$ cat config.mk
export PLATFORM = sky130hd
export DESIGN_NAME = block_buffer_pool_manager
export DESIGN_NICKNAME = d
export VERILOG_FILES = /design/src/rtl/core/bbpm_pkg.sv /design/src/rtl/core/bbpm_tag_ram.sv /design/src/rtl/core/bbpm_slot_eval.sv /design/src/rtl/core/block_buffer_pool_manager.sv
export SDC_FILE = /design/constraint.sdc
export NUM_CORES = 1
export LEC_CHECK = 0
export BUFFER_PORTS_ARGS = -buffer_cell sky130_fd_sc_hd__buf_2
export CAP_MARGIN = 40
export CORE_ASPECT_RATIO = 0.5
export CORE_MARGIN = 3
export CORE_UTILIZATION = 55
export CTS_CLUSTER_DIAMETER = 120
export DETAILED_ROUTE_END_ITERATION = 8
export GPL_TIMING_DRIVEN = 0
export PLACE_DENSITY = 0.72
export SLEW_MARGIN = 20
export SYNTH_ARGS = -nofsm -noshare
export SYNTH_HDL_FRONTEND = slang
export SYNTH_SLANG_ARGS = --single-unit
$ cat constraint.sdc
create_clock -name clk_i -period 7.53 [get_ports clk_i]
set_input_delay 1.506 -clock clk_i [delete_from_list [all_inputs] [get_ports clk_i]]
set_output_delay 1.506 -clock clk_i [all_outputs]
set_load 0.02 [all_outputs]
$ cat src/rtl/core/bbpm_pkg.sv
// ----------------------------------------------------------------------------
// bbpm_pkg
// Shared types and codes for the block buffer pool manager.
// ----------------------------------------------------------------------------
package bbpm_pkg;

  localparam int REQ_W   = 3;
  localparam int KIND_W  = 3;
  localparam int FILE_W  = 8;
  localparam int BLOCK_W = 24;
  localparam int FBLK_W  = 25;
  localparam int SLOT_W  = 4;
  localparam int REFS_W  = 8;

  typedef enum logic [REQ_W-1:0] {
    REQ_GET     = 3'd0,
    REQ_RELEASE = 3'd1,
    REQ_PIN     = 3'd2,
    REQ_MARK    = 3'd3,
    REQ_FLUSH   = 3'd4,
    REQ_CLEAR   = 3'd5,
    REQ_SYNC    = 3'd6
  } req_e;

  typedef enum logic [KIND_W-1:0] {
    K_HIT  = 3'd0,
    K_READ = 3'd1,
    K_NEW  = 3'd2,
    K_FULL = 3'd3,
    K_WB   = 3'd4,
    K_DONE = 3'd5
  } kind_e;

  typedef enum logic [6:0] {
    S_IDLE   = 7'b0000001,
    S_SCAN   = 7'b0000010,
    S_VICTIM = 7'b0000100,
    S_FILL   = 7'b0001000,
    S_SEL    = 7'b0010000,
    S_SELOP  = 7'b0100000,
    S_DONE   = 7'b1000000
  } state_e;

  typedef struct packed {
    logic [FILE_W-1:0]  file;
    logic [BLOCK_W-1:0] block;
    logic [REFS_W-1:0]  refs;
  } entry_t;

  typedef struct packed {
    logic tag_hit;
    logic file_hit;
    logic free_clean;
    logic free_dirty;
    logic wb_need;
    logic ref_zero;
    logic ref_max;
  } eval_t;

endpackage

$ cat src/rtl/core/bbpm_tag_ram.sv
// ----------------------------------------------------------------------------
// bbpm_tag_ram
// Slot tag and reference count memory, one write and one registered read port.
// ----------------------------------------------------------------------------
module bbpm_tag_ram import bbpm_pkg::*; #(
  parameter int DEPTH = 16,
  parameter int AW    = 4
) (
  input  logic          clk_i,
  input  logic          we_i,
  input  logic [AW-1:0] waddr_i,
  input  entry_t        wdata_i,
  input  logic          re_i,
  input  logic [AW-1:0] raddr_i,
  output entry_t        rdata_o
);

  entry_t mem_q [DEPTH];
  entry_t rdata_q;

  always_ff @(posedge clk_i) begin
    if (we_i) begin
      mem_q[waddr_i] <= wdata_i;
    end
    if (re_i) begin
      rdata_q <= mem_q[raddr_i];
    end
  end

  assign rdata_o = rdata_q;

endmodule

$ cat src/rtl/core/bbpm_slot_eval.sv
// ----------------------------------------------------------------------------
// bbpm_slot_eval
// Shared compare unit: classifies one slot against the current request.
// ----------------------------------------------------------------------------
module bbpm_slot_eval import bbpm_pkg::*; (
  input  entry_t             ent_i,
  input  logic               valid_i,
  input  logic               dirty_i,
  input  logic [FILE_W-1:0]  file_i,
  input  logic [BLOCK_W-1:0] block_i,
  output eval_t              eval_o
);

  logic file_eq;
  logic zero;

  assign file_eq = (ent_i.file == file_i);
  assign zero    = (ent_i.refs == '0);

  always_comb begin
    eval_o.tag_hit    = valid_i && file_eq && (ent_i.block == block_i);
    eval_o.file_hit   = valid_i && file_eq;
    eval_o.free_clean = valid_i && zero && !dirty_i;
    eval_o.free_dirty = valid_i && zero && dirty_i;
    eval_o.wb_need    = valid_i && dirty_i;
    eval_o.ref_zero   = zero;
    eval_o.ref_max    = (ent_i.refs == '1);
  end

endmodule

$ cat src/rtl/core/block_buffer_pool_manager.sv
// ----------------------------------------------------------------------------
// block_buffer_pool_manager
// Tag, reference count and replacement control for a pool of block buffers.
// ----------------------------------------------------------------------------
// A request is taken at a rising edge with start_i high and busy_o low; busy_o
// then stays high until the final result. Results leave one per cycle, each
// marked by res_strobe_o for a single cycle, and must be taken as they come.
// The tag memory has one read port, which a scan walks one slot per cycle: a
// get stops at the first slot that hits, and a get that misses reads every slot,
// then picks a victim and fills it (no fill when the pool is full); clear file
// and sync read every slot, and release, pin and flush read the selected slot
// (none for a slot beyond the pool); mark dirty and unused codes read no slot.
// ----------------------------------------------------------------------------
module block_buffer_pool_manager import bbpm_pkg::*; #(
  parameter int SLOTS = 16
) (
  input  logic               clk_i,
  input  logic               rst_ni,
  input  logic               start_i,
  output logic               busy_o,
  input  logic [REQ_W-1:0]   req_type_i,
  input  logic [FILE_W-1:0]  file_id_i,
  input  logic [BLOCK_W-1:0] block_num_i,
  input  logic [FBLK_W-1:0]  file_blocks_i,
  input  logic [SLOT_W-1:0]  slot_sel_i,
  output logic               res_strobe_o,
  output logic [KIND_W-1:0]  kind_o,
  output logic [SLOT_W-1:0]  slot_out_o,
  output logic [FILE_W-1:0]  file_out_o,
  output logic [BLOCK_W-1:0] block_out_o,
  output logic               last_o
);

  localparam int SW = (SLOTS > 1) ? $clog2(SLOTS) : 1;
  localparam logic [SW-1:0] LAST_IDX = SW'(SLOTS - 1);

  state_e             state_q, state_d;
  req_e               op_q, op_d;
  logic [FILE_W-1:0]  file_q, file_d;
  logic [BLOCK_W-1:0] block_q, block_d;
  logic               new_q, new_d;
  logic [SW-1:0]      sel_q, sel_d;
  logic [SW-1:0]      cnt_q, cnt_d;
  logic               iss_q, iss_d;
  logic               rd_v_q, rd_v_d;
  logic [SW-1:0]      rd_idx_q, rd_idx_d;
  logic               empty_f_q, empty_f_d;
  logic [SW-1:0]      empty_idx_q, empty_idx_d;
  logic               clean_f_q, clean_f_d;
  logic [SW-1:0]      clean_idx_q, clean_idx_d;
  logic               dty_f_q, dty_f_d;
  logic [SW-1:0]      dty_idx_q, dty_idx_d;
  logic [FILE_W-1:0]  dty_file_q, dty_file_d;
  logic [BLOCK_W-1:0] dty_block_q, dty_block_d;
  logic [SW-1:0]      vic_q, vic_d;
  logic [SLOTS-1:0]   valid_q, valid_d;
  logic [SLOTS-1:0]   dirty_q, dirty_d;
  logic [SLOTS-1:0]   refs_ok_q, refs_ok_d;

  logic               strobe_q, strobe_d;
  kind_e              kind_q, kind_d;
  logic [SLOT_W-1:0]  slot_q, slot_d;
  logic [FILE_W-1:0]  fout_q, fout_d;
  logic [BLOCK_W-1:0] bout_q, bout_d;
  logic               last_q, last_d;

  logic               we;
  logic [SW-1:0]      waddr;
  entry_t             wdata;
  logic               re;
  logic [SW-1:0]      raddr;
  entry_t             rdata;
  entry_t             rent;

  logic [SW-1:0]      ev_idx;
  eval_t              ev;
  logic               sel_ok;
  logic [SW-1:0]      sel_idx;
  logic [SW-1:0]      vic;

  bbpm_tag_ram #(
    .DEPTH (SLOTS),
    .AW    (SW)
  ) u_tag_ram (
    .clk_i   (clk_i),
    .we_i    (we),
    .waddr_i (waddr),
    .wdata_i (wdata),
    .re_i    (re),
    .raddr_i (raddr),
    .rdata_o (rdata)
  );

  assign ev_idx = (state_q == S_SELOP) ? sel_q : rd_idx_q;

  // count of a never written slot reads as zero
  always_comb begin
    rent = rdata;
    if (!refs_ok_q[ev_idx]) begin
      rent.refs = '0;
    end
  end

  bbpm_slot_eval u_slot_eval (
    .ent_i   (rent),
    .valid_i (valid_q[ev_idx]),
    .dirty_i (dirty_q[ev_idx]),
    .file_i  (file_q),
    .block_i (block_q),
    .eval_o  (ev)
  );

  assign sel_ok  = (32'(slot_sel_i) < SLOTS);
  assign sel_idx = SW'(slot_sel_i);
  assign vic     = empty_f_q ? empty_idx_q : (clean_f_q ? clean_idx_q : dty_idx_q);

  always_comb begin
    state_d     = state_q;
    op_d        = op_q;
    file_d      = file_q;
    block_d     = block_q;
    new_d       = new_q;
    sel_d       = sel_q;
    cnt_d       = cnt_q;
    iss_d       = iss_q;
    rd_v_d      = 1'b0;
    rd_idx_d    = rd_idx_q;
    empty_f_d   = empty_f_q;
    empty_idx_d = empty_idx_q;
    clean_f_d   = clean_f_q;
    clean_idx_d = clean_idx_q;
    dty_f_d     = dty_f_q;
    dty_idx_d   = dty_idx_q;
    dty_file_d  = dty_file_q;
    dty_block_d = dty_block_q;
    vic_d       = vic_q;
    valid_d     = valid_q;
    dirty_d     = dirty_q;
    refs_ok_d   = refs_ok_q;
    strobe_d    = 1'b0;
    kind_d      = kind_q;
    slot_d      = slot_q;
    fout_d      = fout_q;
    bout_d      = bout_q;
    last_d      = last_q;
    we          = 1'b0;
    waddr       = rd_idx_q;
    wdata       = rent;
    re          = 1'b0;
    raddr       = cnt_q;

    unique case (state_q)
      S_IDLE: begin
        if (start_i) begin
          op_d      = req_e'(req_type_i);
          file_d    = file_id_i;
          block_d   = block_num_i;
          new_d     = ({1'b0, block_num_i} >= file_blocks_i);
          sel_d     = sel_idx;
          cnt_d     = '0;
          empty_f_d = 1'b0;
          clean_f_d = 1'b0;
          dty_f_d   = 1'b0;
          unique case (req_e'(req_type_i)) inside
            REQ_GET, REQ_CLEAR, REQ_SYNC: begin
              state_d = S_SCAN;
              iss_d   = 1'b1;
            end
            REQ_RELEASE, REQ_PIN, REQ_FLUSH: begin
              state_d = sel_ok ? S_SEL : S_DONE;
            end
            REQ_MARK: begin
              if (sel_ok && valid_q[sel_idx]) begin
                dirty_d[sel_idx] = 1'b1;
              end
              state_d = S_DONE;
            end
            default: begin
              state_d = S_DONE;
            end
          endcase
        end
      end

      S_SCAN: begin
        // read one slot per cycle, classify the slot read in the cycle before
        if (iss_q) begin
          re       = 1'b1;
          raddr    = cnt_q;
          rd_v_d   = 1'b1;
          rd_idx_d = cnt_q;
          if (cnt_q == LAST_IDX) begin
            iss_d = 1'b0;
          end else begin
            cnt_d = cnt_q + 1'b1;
          end
        end
        if (rd_v_q) begin
          case (op_q)
            REQ_GET: begin
              if (ev.tag_hit) begin
                we         = 1'b1;
                waddr      = rd_idx_q;
                wdata.refs = ev.ref_max ? rent.refs : rent.refs + 1'b1;
                strobe_d   = 1'b1;
                kind_d     = K_HIT;
                slot_d     = SLOT_W'(rd_idx_q);
                fout_d     = file_q;
                bout_d     = block_q;
                last_d     = 1'b1;
                iss_d      = 1'b0;
                rd_v_d     = 1'b0;
                state_d    = S_IDLE;
              end else begin
                if (!valid_q[rd_idx_q] && !empty_f_q) begin
                  empty_f_d   = 1'b1;
                  empty_idx_d = rd_idx_q;
                end
                if (ev.free_clean && !clean_f_q) begin
                  clean_f_d   = 1'b1;
                  clean_idx_d = rd_idx_q;
                end
                if (ev.free_dirty && !dty_f_q) begin
                  dty_f_d     = 1'b1;
                  dty_idx_d   = rd_idx_q;
                  dty_file_d  = rdata.file;
                  dty_block_d = rdata.block;
                end
                if (rd_idx_q == LAST_IDX) begin
                  state_d = S_VICTIM;
                end
              end
            end
            REQ_CLEAR: begin
              if (ev.file_hit) begin
                if (ev.wb_need) begin
                  strobe_d = 1'b1;
                  kind_d   = K_WB;
                  slot_d   = SLOT_W'(rd_idx_q);
                  fout_d   = rdata.file;
                  bout_d   = rdata.block;
                  last_d   = 1'b0;
                end
                we                = 1'b1;
                waddr             = rd_idx_q;
                wdata.refs        = '0;
                valid_d[rd_idx_q] = 1'b0;
                dirty_d[rd_idx_q] = 1'b0;
              end
              if (rd_idx_q == LAST_IDX) begin
                state_d = S_DONE;
              end
            end
            default: begin
              if (ev.wb_need) begin
                strobe_d          = 1'b1;
                kind_d            = K_WB;
                slot_d            = SLOT_W'(rd_idx_q);
                fout_d            = rdata.file;
                bout_d            = rdata.block;
                last_d            = 1'b0;
                dirty_d[rd_idx_q] = 1'b0;
              end
              if (rd_idx_q == LAST_IDX) begin
                state_d = S_DONE;
              end
            end
          endcase
        end
      end

      S_VICTIM: begin
        if (!empty_f_q && !clean_f_q && !dty_f_q) begin
          strobe_d = 1'b1;
          kind_d   = K_FULL;
          slot_d   = '0;
          fout_d   = file_q;
          bout_d   = block_q;
          last_d   = 1'b1;
          state_d  = S_IDLE;
        end else begin
          if (!empty_f_q && !clean_f_q) begin
            strobe_d = 1'b1;
            kind_d   = K_WB;
            slot_d   = SLOT_W'(dty_idx_q);
            fout_d   = dty_file_q;
            bout_d   = dty_block_q;
            last_d   = 1'b0;
          end
          we           = 1'b1;
          waddr        = vic;
          wdata.file   = file_q;
          wdata.block  = block_q;
          wdata.refs   = REFS_W'(1);
          valid_d[vic] = 1'b1;
          dirty_d[vic] = new_q;
          vic_d        = vic;
          state_d      = S_FILL;
        end
      end

      S_FILL: begin
        strobe_d = 1'b1;
        kind_d   = new_q ? K_NEW : K_READ;
        slot_d   = SLOT_W'(vic_q);
        fout_d   = file_q;
        bout_d   = block_q;
        last_d   = 1'b1;
        state_d  = S_IDLE;
      end

      S_SEL: begin
        re      = 1'b1;
        raddr   = sel_q;
        state_d = S_SELOP;
      end

      S_SELOP: begin
        waddr = sel_q;
        case (op_q)
          REQ_RELEASE: begin
            if (!ev.ref_zero) begin
              we         = 1'b1;
              wdata.refs = rent.refs - 1'b1;
            end
          end
          REQ_PIN: begin
            if (!ev.ref_max) begin
              we         = 1'b1;
              wdata.refs = rent.refs + 1'b1;
            end
          end
          REQ_FLUSH: begin
            if (ev.wb_need) begin
              strobe_d       = 1'b1;
              kind_d         = K_WB;
              slot_d         = SLOT_W'(sel_q);
              fout_d         = rdata.file;
              bout_d         = rdata.block;
              last_d         = 1'b0;
              dirty_d[sel_q] = 1'b0;
            end
          end
          default: begin
          end
        endcase
        state_d = S_DONE;
      end

      S_DONE: begin
        strobe_d = 1'b1;
        kind_d   = K_DONE;
        slot_d   = '0;
        fout_d   = '0;
        bout_d   = '0;
        last_d   = 1'b1;
        state_d  = S_IDLE;
      end

      default: begin
        state_d = S_IDLE;
      end
    endcase

    if (we) begin
      refs_ok_d[waddr] = 1'b1;
    end
  end

  always_ff @(posedge clk_i or negedge rst_ni) begin
    if (!rst_ni) begin
      state_q   <= S_IDLE;
      iss_q     <= 1'b0;
      rd_v_q    <= 1'b0;
      valid_q   <= '0;
      dirty_q   <= '0;
      refs_ok_q <= '0;
      strobe_q  <= 1'b0;
      empty_f_q <= 1'b0;
      clean_f_q <= 1'b0;
      dty_f_q   <= 1'b0;
    end else begin
      state_q   <= state_d;
      iss_q     <= iss_d;
      rd_v_q    <= rd_v_d;
      valid_q   <= valid_d;
      dirty_q   <= dirty_d;
      refs_ok_q <= refs_ok_d;
      strobe_q  <= strobe_d;
      empty_f_q <= empty_f_d;
      clean_f_q <= clean_f_d;
      dty_f_q   <= dty_f_d;
    end
  end

  always_ff @(posedge clk_i) begin
    op_q        <= op_d;
    file_q      <= file_d;
    block_q     <= block_d;
    new_q       <= new_d;
    sel_q       <= sel_d;
    cnt_q       <= cnt_d;
    rd_idx_q    <= rd_idx_d;
    empty_idx_q <= empty_idx_d;
    clean_idx_q <= clean_idx_d;
    dty_idx_q   <= dty_idx_d;
    dty_file_q  <= dty_file_d;
    dty_block_q <= dty_block_d;
    vic_q       <= vic_d;
    kind_q      <= kind_d;
    slot_q      <= slot_d;
    fout_q      <= fout_d;
    bout_q      <= bout_d;
    last_q      <= last_d;
  end

  assign busy_o       = (state_q != S_IDLE);
  assign res_strobe_o = strobe_q;
  assign kind_o       = kind_q;
  assign slot_out_o   = slot_q;
  assign file_out_o   = fout_q;
  assign block_out_o  = bout_q;
  assign last_o       = last_q;

  a_final_frees: assert property (@(posedge clk_i) disable iff (!rst_ni)
    res_strobe_o && last_o |-> !busy_o)
    else $error("final result while request still running");

  a_accept_quiet: assert property (@(posedge clk_i) disable iff (!rst_ni)
    start_i && !busy_o |=> !res_strobe_o)
    else $error("result right after transfer of a new request");

  a_last_kind: assert property (@(posedge clk_i) disable iff (!rst_ni)
    res_strobe_o |-> (last_o == (kind_o != K_WB)))
    else $error("last flag does not match result kind");

  a_idle_no_read: assert property (@(posedge clk_i) disable iff (!rst_ni)
    (state_q == S_IDLE) |-> (!rd_v_q && !iss_q))
    else $error("scan pipeline active while idle");

  a_dirty_valid: assert property (@(posedge clk_i) disable iff (!rst_ni)
    (dirty_q & ~valid_q) == '0)
    else $error("dirty bit set on empty slot");

endmodule

* Word-level counts from Yosys, hierarchy flattened
Memories as Yosys holds them, arrays and structs flattened. A register that Yosys moved wholly into a read port is not among the register bits. Index checks and enable logic that the tools add are counted.
Operators by class: $add $sub $neg 3, order comparisons 12, equality and inequality tests 47, muxes and demuxes 163, bitwise gates (word level) 10, reductions and logical operators 49
Operators with widths (count):
- $mux W16 | 13
- $mux W24 | 7
- $pmux W24 S5 | 1
- $mux W8 | 13
- $mux W4 | 17
- $pmux W16 S2 | 2
- $pmux W16 S4 | 1
- $mux W1 | 56
- $and A16 B16 Y16 | 3
- $or A16 B16 Y16 | 3
- $pmux W24 S2 | 1
- $pmux W8 S2 | 3
- $mux W7 | 6
- $mux W40 | 1
- $pmux W8 S5 | 1
- $pmux W7 S5 | 1
- $mux W32 | 1
- $not A16 Y16 | 2
- $lt A4 B5 Y1 const B | 6
- $reduce_and A6 Y1 | 5
- $ne A2 B2 Y1 const B | 14
- $ge A24 B25 Y1 | 1
- $eq A24 B24 Y1 | 1
- $pmux W4 S2 | 3
- 50 further kinds | 122
Word-level totals: flip-flop bits (word level) 197, memory bits (writable) 640, input bits 67, logic and storage cells 313, memories 1
Memory list:
- u_tag_ram.mem_q | words 16, width 40, rd ports 1, clocked after Yosys merged registers in 1, wr ports 1, line bbpm_tag_ram.sv:18 | entry_t mem_q [DEPTH];

* Logic depth before layout (Yosys ltp)
word-level depth 14, mapped depth 21, depth with buffers taken out 16

* Hierarchy
Synthesis repeated with hierarchy kept, for this count alone.
Unflattened totals: cell total of the unflattened synthesis 2253, area, all modules 37428.4 um^2
Modules (own cells, without submodules):
- bbpm_tag_ram | instances 1, cells each 1040, area an instance 25532.0 um^2, seq. area each 20419.6 um^2
- block_buffer_pool_manager | instances 1, cells each 1158, area an instance 11474.8 um^2, seq. area each 5611.6 um^2
- bbpm_slot_eval | instances 1, cells each 55, area an instance 421.7 um^2, seq. area each 0.0 um^2

* Least setup slack after synthesis
No wires, ideal clock.
path type register to register, start point reg state_q[1], end point reg bout_q[0], in the netlist block_out_o[0] (enable), library setup time 492 ps, arrival 5803 ps, data required time 7038 ps, path slack 1236 ps, cell stages (with the launch flop) 12, buffers on the path 3, clock period less this slack 6294 ps, cells stage by stage dfrtp_1 or4b_1 buf_4 nor2_2 mux2i_1 o31ai_1 or4_4 and2_4 a31o_1 buf_6 clkbuf_1 a311oi_1
Between the ends: word-level cells in the longest chain between the ends 8, elaborated cells between the ends (all ways) 17, those cells by class eq/ne (10); mux (3); reduce/logical (4)
Ends and longest elaborated chain:
- from (decl) | line block_buffer_pool_manager.sv:37 | state_e state_q, state_d;
- from (signal assigned) | line block_buffer_pool_manager.sv:383 | state_q <= state_d;
- $eq A7 B6 Y1 | line block_buffer_pool_manager.sv:94, block_buffer_pool_manager.sv:152
- $mux W4 | line block_buffer_pool_manager.sv:94 | assign ev_idx = (state_q == S_SELOP) ? sel_q : rd_idx_q;
- $bmux W1 S4 | line block_buffer_pool_manager.sv:106 | .valid_i (valid_q[ev_idx]),
- $mux W1 (implied by the code) | line block_buffer_pool_manager.sv:106
- $logic_and A1 B1 Y1 | line bbpm_slot_eval.sv:21, bbpm_slot_eval.sv:22
- $logic_and A1 B1 Y1 | line bbpm_slot_eval.sv:21 | eval_o.tag_hit = valid_i && file_eq && (ent_i.block == block_i);
- $ne A3 B3 Y1 (no line)
- $reduce_and A6 Y1 (no line) *
- to (signal assigned) | line block_buffer_pool_manager.sv:413 | bout_q <= bout_d;
- to (decl) | line block_buffer_pool_manager.sv:64 | logic [BLOCK_W-1:0] bout_q, bout_d;
Mark *: on every way between the ends. The rest lies on a longest branch, timed or not. The select of a mux whose other input is x is not followed. A chain may end at the register's enable or synchronous reset.

* Final worst setup path
start point reg state_q[1], end point mem u_tag_ram.mem_q[15][31] in the netlist's numbering (enable)
Between the ends: word-level cells in the longest chain between the ends 12, elaborated cells between the ends (all ways) 24, those cells by class eq/ne (4); mux (17); reduce/logical (3)
Ends and longest elaborated chain (line):
- branches (longest 12 deep; another with $mux W8)
- to (decl) | bbpm_tag_ram.sv:18
Parallel ways; which one is timed is not known. The select of a mux whose other input is x is not followed.

==> results.md <==
- Via count of the first global-routing pass: 23280
- Layout cells sized above 1: 0.2057
- Inserted Clock Buffers: 75
- Overflow after GRT: 0
- Clock Path Buffers: 3
- Setup WS pre-CTS: 705.6 ps
- Max-slew violation count: 0
- Critical path data arrival time: 7350 ps
- GPL Wtd Cong: 0.9720
- Number of synthesis warnings: 0
- Post-synthesis sequential area ratio: 0.6882
- First-pass GRT wire length: 157.1 mm
- Worst Path Required: 7790 ps
- Top Layer Used: met4
- Syn_nets: 2480
- Worst-path fanout max: 40
- Post-CTS Setup Bufs: 0
- TritonRoute pass-1 iters: 6
- CP endpoint kind: flip-flop
- Via count: 24010
- Seq pwr share: 0.448
- Sink Count: 877
- Setup TNS: 0 ps
- Final Skew: 22.29 ps
- CTS tree: yes
- Setup Crit Path Kind: flip-flop to flip-flop
- Clock slew at reported path FFs: 80 ps
- Worst path max stage delay: 820 ps
- Synthesized flop and latch total: 877
- NetSw: 4.234 mW
- Yosys cell types: 92
- Post-DRT Antenna Nets: 0
- Routed WL: 106.8 mm
- Syn Std Cell Area: 0.03783 mm²
- Detailed Place HPWL: 71.39 mm
- Post-Place Cells: 3432
- Max Fclk: 141.1 MHz
- Static Leak: 14.50 nW
- Core region area: 0.06748 mm²
- Yosys top cell by area: edfxtp_1
- Cell Chain, Critical Path: nor4b_2 -> buf_2 -> a21oi_1 -> nor2_1 -> mux2i_1 -> o211a_1 -> nor2_1 -> clkbuf_1 -> nand2_1 -> ha_1 -> nand2_1 -> nor4_1 -> clkdlybuf4s18_2 -> nor3_1 -> nand2b_1 -> o2111ai_2 -> clkbuf_1 -> and3_4
- Syn avg cell area: 15.85 µm²
- Headroom to the max-slew limit: 0.3750
- Total of max-cap violations: 0
- Worst Hold Class: flip-flop to flip-flop
- Initial core utilization: 0.5605
- Die Height: 191.4 µm
- Final cell count without fillers: 3571
- Smallest hold slack: 480.7 ps
- CP Launch Type: flip-flop
- P&R area growth vs syn: 13.20%
- Minimum clock period: 7088 ps
- Post_cts resized: 0
- Gr usage total: 0.2988
- Synth top area cells: edfxtp_1 65%, mux4_2 10%, dfrtp_1 4.0%, nand2_1 2.6%, a31oi_1 1.5%
- Int Power: 9.275 mW
- H-tree depth: 3
- Most common cell in the netlist: edfxtp_1
- Maximum vdd ir drop: 0.1867 mV
- Final Hold Vio Count: 0
- Site Rows: 67
- Initial DRC count: 3139
- Met2 wire len: 48.07 mm
- Largest net degree at the start of global routing: 52
- Status: complete, no violations
- I/O pin cnt: 109
- Net Sw Frac: 0.3134
- Initial antenna violation count: 0
- Fraction of registers with async set/reset: 0.06956
- EDFF count, synth: 816
- Die X: 376.9 µm
- Post-synth top area share: 0.6478
- Gate power share: 0.254
- Unrepaired setup endpoints after global routing: false
- Clock power share: 0.298
- Post-CTS Hold Buffers: 0
- Vias per inst: 6.724
- Commonest cells post-synth: 816 x edfxtp_1, 258 x nand2_1, 170 x mux4_2
- Antenna cells: 0
- Worst setup margin: 442.2 ps
- Clk root buf: clkbuf_16
- Final Cycle Share: 0.9413
- Metal-1 WL: 42.64 mm
- Nets: 2712
- # DRC: 0
- Die area: 0.07215 mm²
- Worst skew pair latency: 640 ps
- Met3 WL: 12.74 mm
- Layout Utilization: 0.6345
- FILL cells: 4697
- CP max stage cell: and3_4
- Ys flop type: edfxtp_1
- Worst slew pin tran: 937.5 ps
- WL per Instance: 29.91 µm
- Worst R2R Path Depth: 18
- Port bufs: 108
- Syn Inst Count: 2386
- Hold depth: 1
- Pwr per Cell Area: 315.5 mW/mm²
- Final setup fails: 0
path summary, 6_finish.rpt:
kind,from,end,slack (ps)
worst max-delay path,state_q[1],u_tag_ram.mem_q[15][31],440
worst min-delay path,refs_ok_q[5],refs_ok_q[5],480
worst max register to register,state_q[1],u_tag_ram.mem_q[15][31],440
min in group asynchronous,rst_ni,state_q[5],700
worst min register to register,refs_ok_q[5],refs_ok_q[5],480
max in group asynchronous,rst_ni,refs_ok_q[2],6300
worst max-delay path: cells and delay by family, from the launching register on:
family	cells	cell delay, ps
muxes	1	260
DFF	1	450
adders and majority gates	1	330
buffers and inverters	4	1580
AOI/OAI and AO/OA	3	700
and+or+nand+nor	9	3340
power groups by stage:
stage               clock (mW)  sequential [mW]  combinational (mW)
floorplan                    0             6.10                2.13
global placement             0             6.17                3.18
detailed placement           0             6.14                3.34
CTS                       4.05             6.04                3.37
global route              4.25             6.07                3.66
finish                    4.03             6.05                3.42
registers in the layout (all words and copies together), names as in the netlist, 7 cells and up:
register	cells
block_out_o	24
block_q	24
dirty_q	16
dty_block_q	24
dty_file_q	8
file_out_o	8
file_q	8
refs_ok_q	16
state_q	7
u_tag_ram.mem_q	640
u_tag_ram.rdata_o	40
valid_q	16
logic make-up (layout without fill, tap and decap cells):
group	count (synthesis)	after routing	share of synthesized area
buffers and inverters	198	486	0.02173
adder cells (fa/ha/maj)	27	27	0.008931
XOR/XNOR	37	37	0.008567
AND/OR/NAND/NOR	548	548	0.06959
AO/OA/AOI/OAI	481	481	0.08894
multiplexers	218	218	0.1141
flip-flops	877	877	0.6882
area by class of cell:
class | instances | area (µm²) | area share
flip-flops and latches | 877 | 26030 | 0.6079
multi-input cells | 1311 | 11130 | 0.2599
clock buffers | 88 | 1957 | 0.04570
repair buffers | 155 | 1231 | 0.02875
well taps | 897 | 1122 | 0.02621
plain buffers | 151 | 645.6 | 0.01508
clock inverters | 45 | 529.3 | 0.01236
inverters | 47 | 176.4 | 0.004120
metrics by stage:
stage                     power [mW]  area, µm²
after floorplan                8.225      37830
after global routing           13.98      42820
after CTS                      13.47      42770
after global placement         9.349      39490
final                          13.51      42820
after detailed placement       9.480      40280
layout by cell type (no fill, tap or decap), types with 16 or more instances in the layout:
cell and n:
xor2_1 36, nand3_1 41, ha_1 27, o31ai_1 18
o21ai_0 69, and2_1 49, nand2_1 257, mux4_2 170
a31o_2 16, dfrtp_1 60, nor2_1 65, inv_1 47
mux2i_1 41, a21oi_1 56, edfxtp_1 816, buf_2 139
clkbuf_16 76, a31oi_1 90, a211oi_1 49, clkbuf_1 113
buf_4 20, a22oi_1 39, and3_4 16
metal layers:
layer	global-route usage	vias to the layer above
li1	-	10000
met1	0.4342	12280
met2	0.4503	1529
met3	0.07566	197
met4	0.09070	0
met5	0	-
Note: power is estimated with default switching activity, not from simulation.
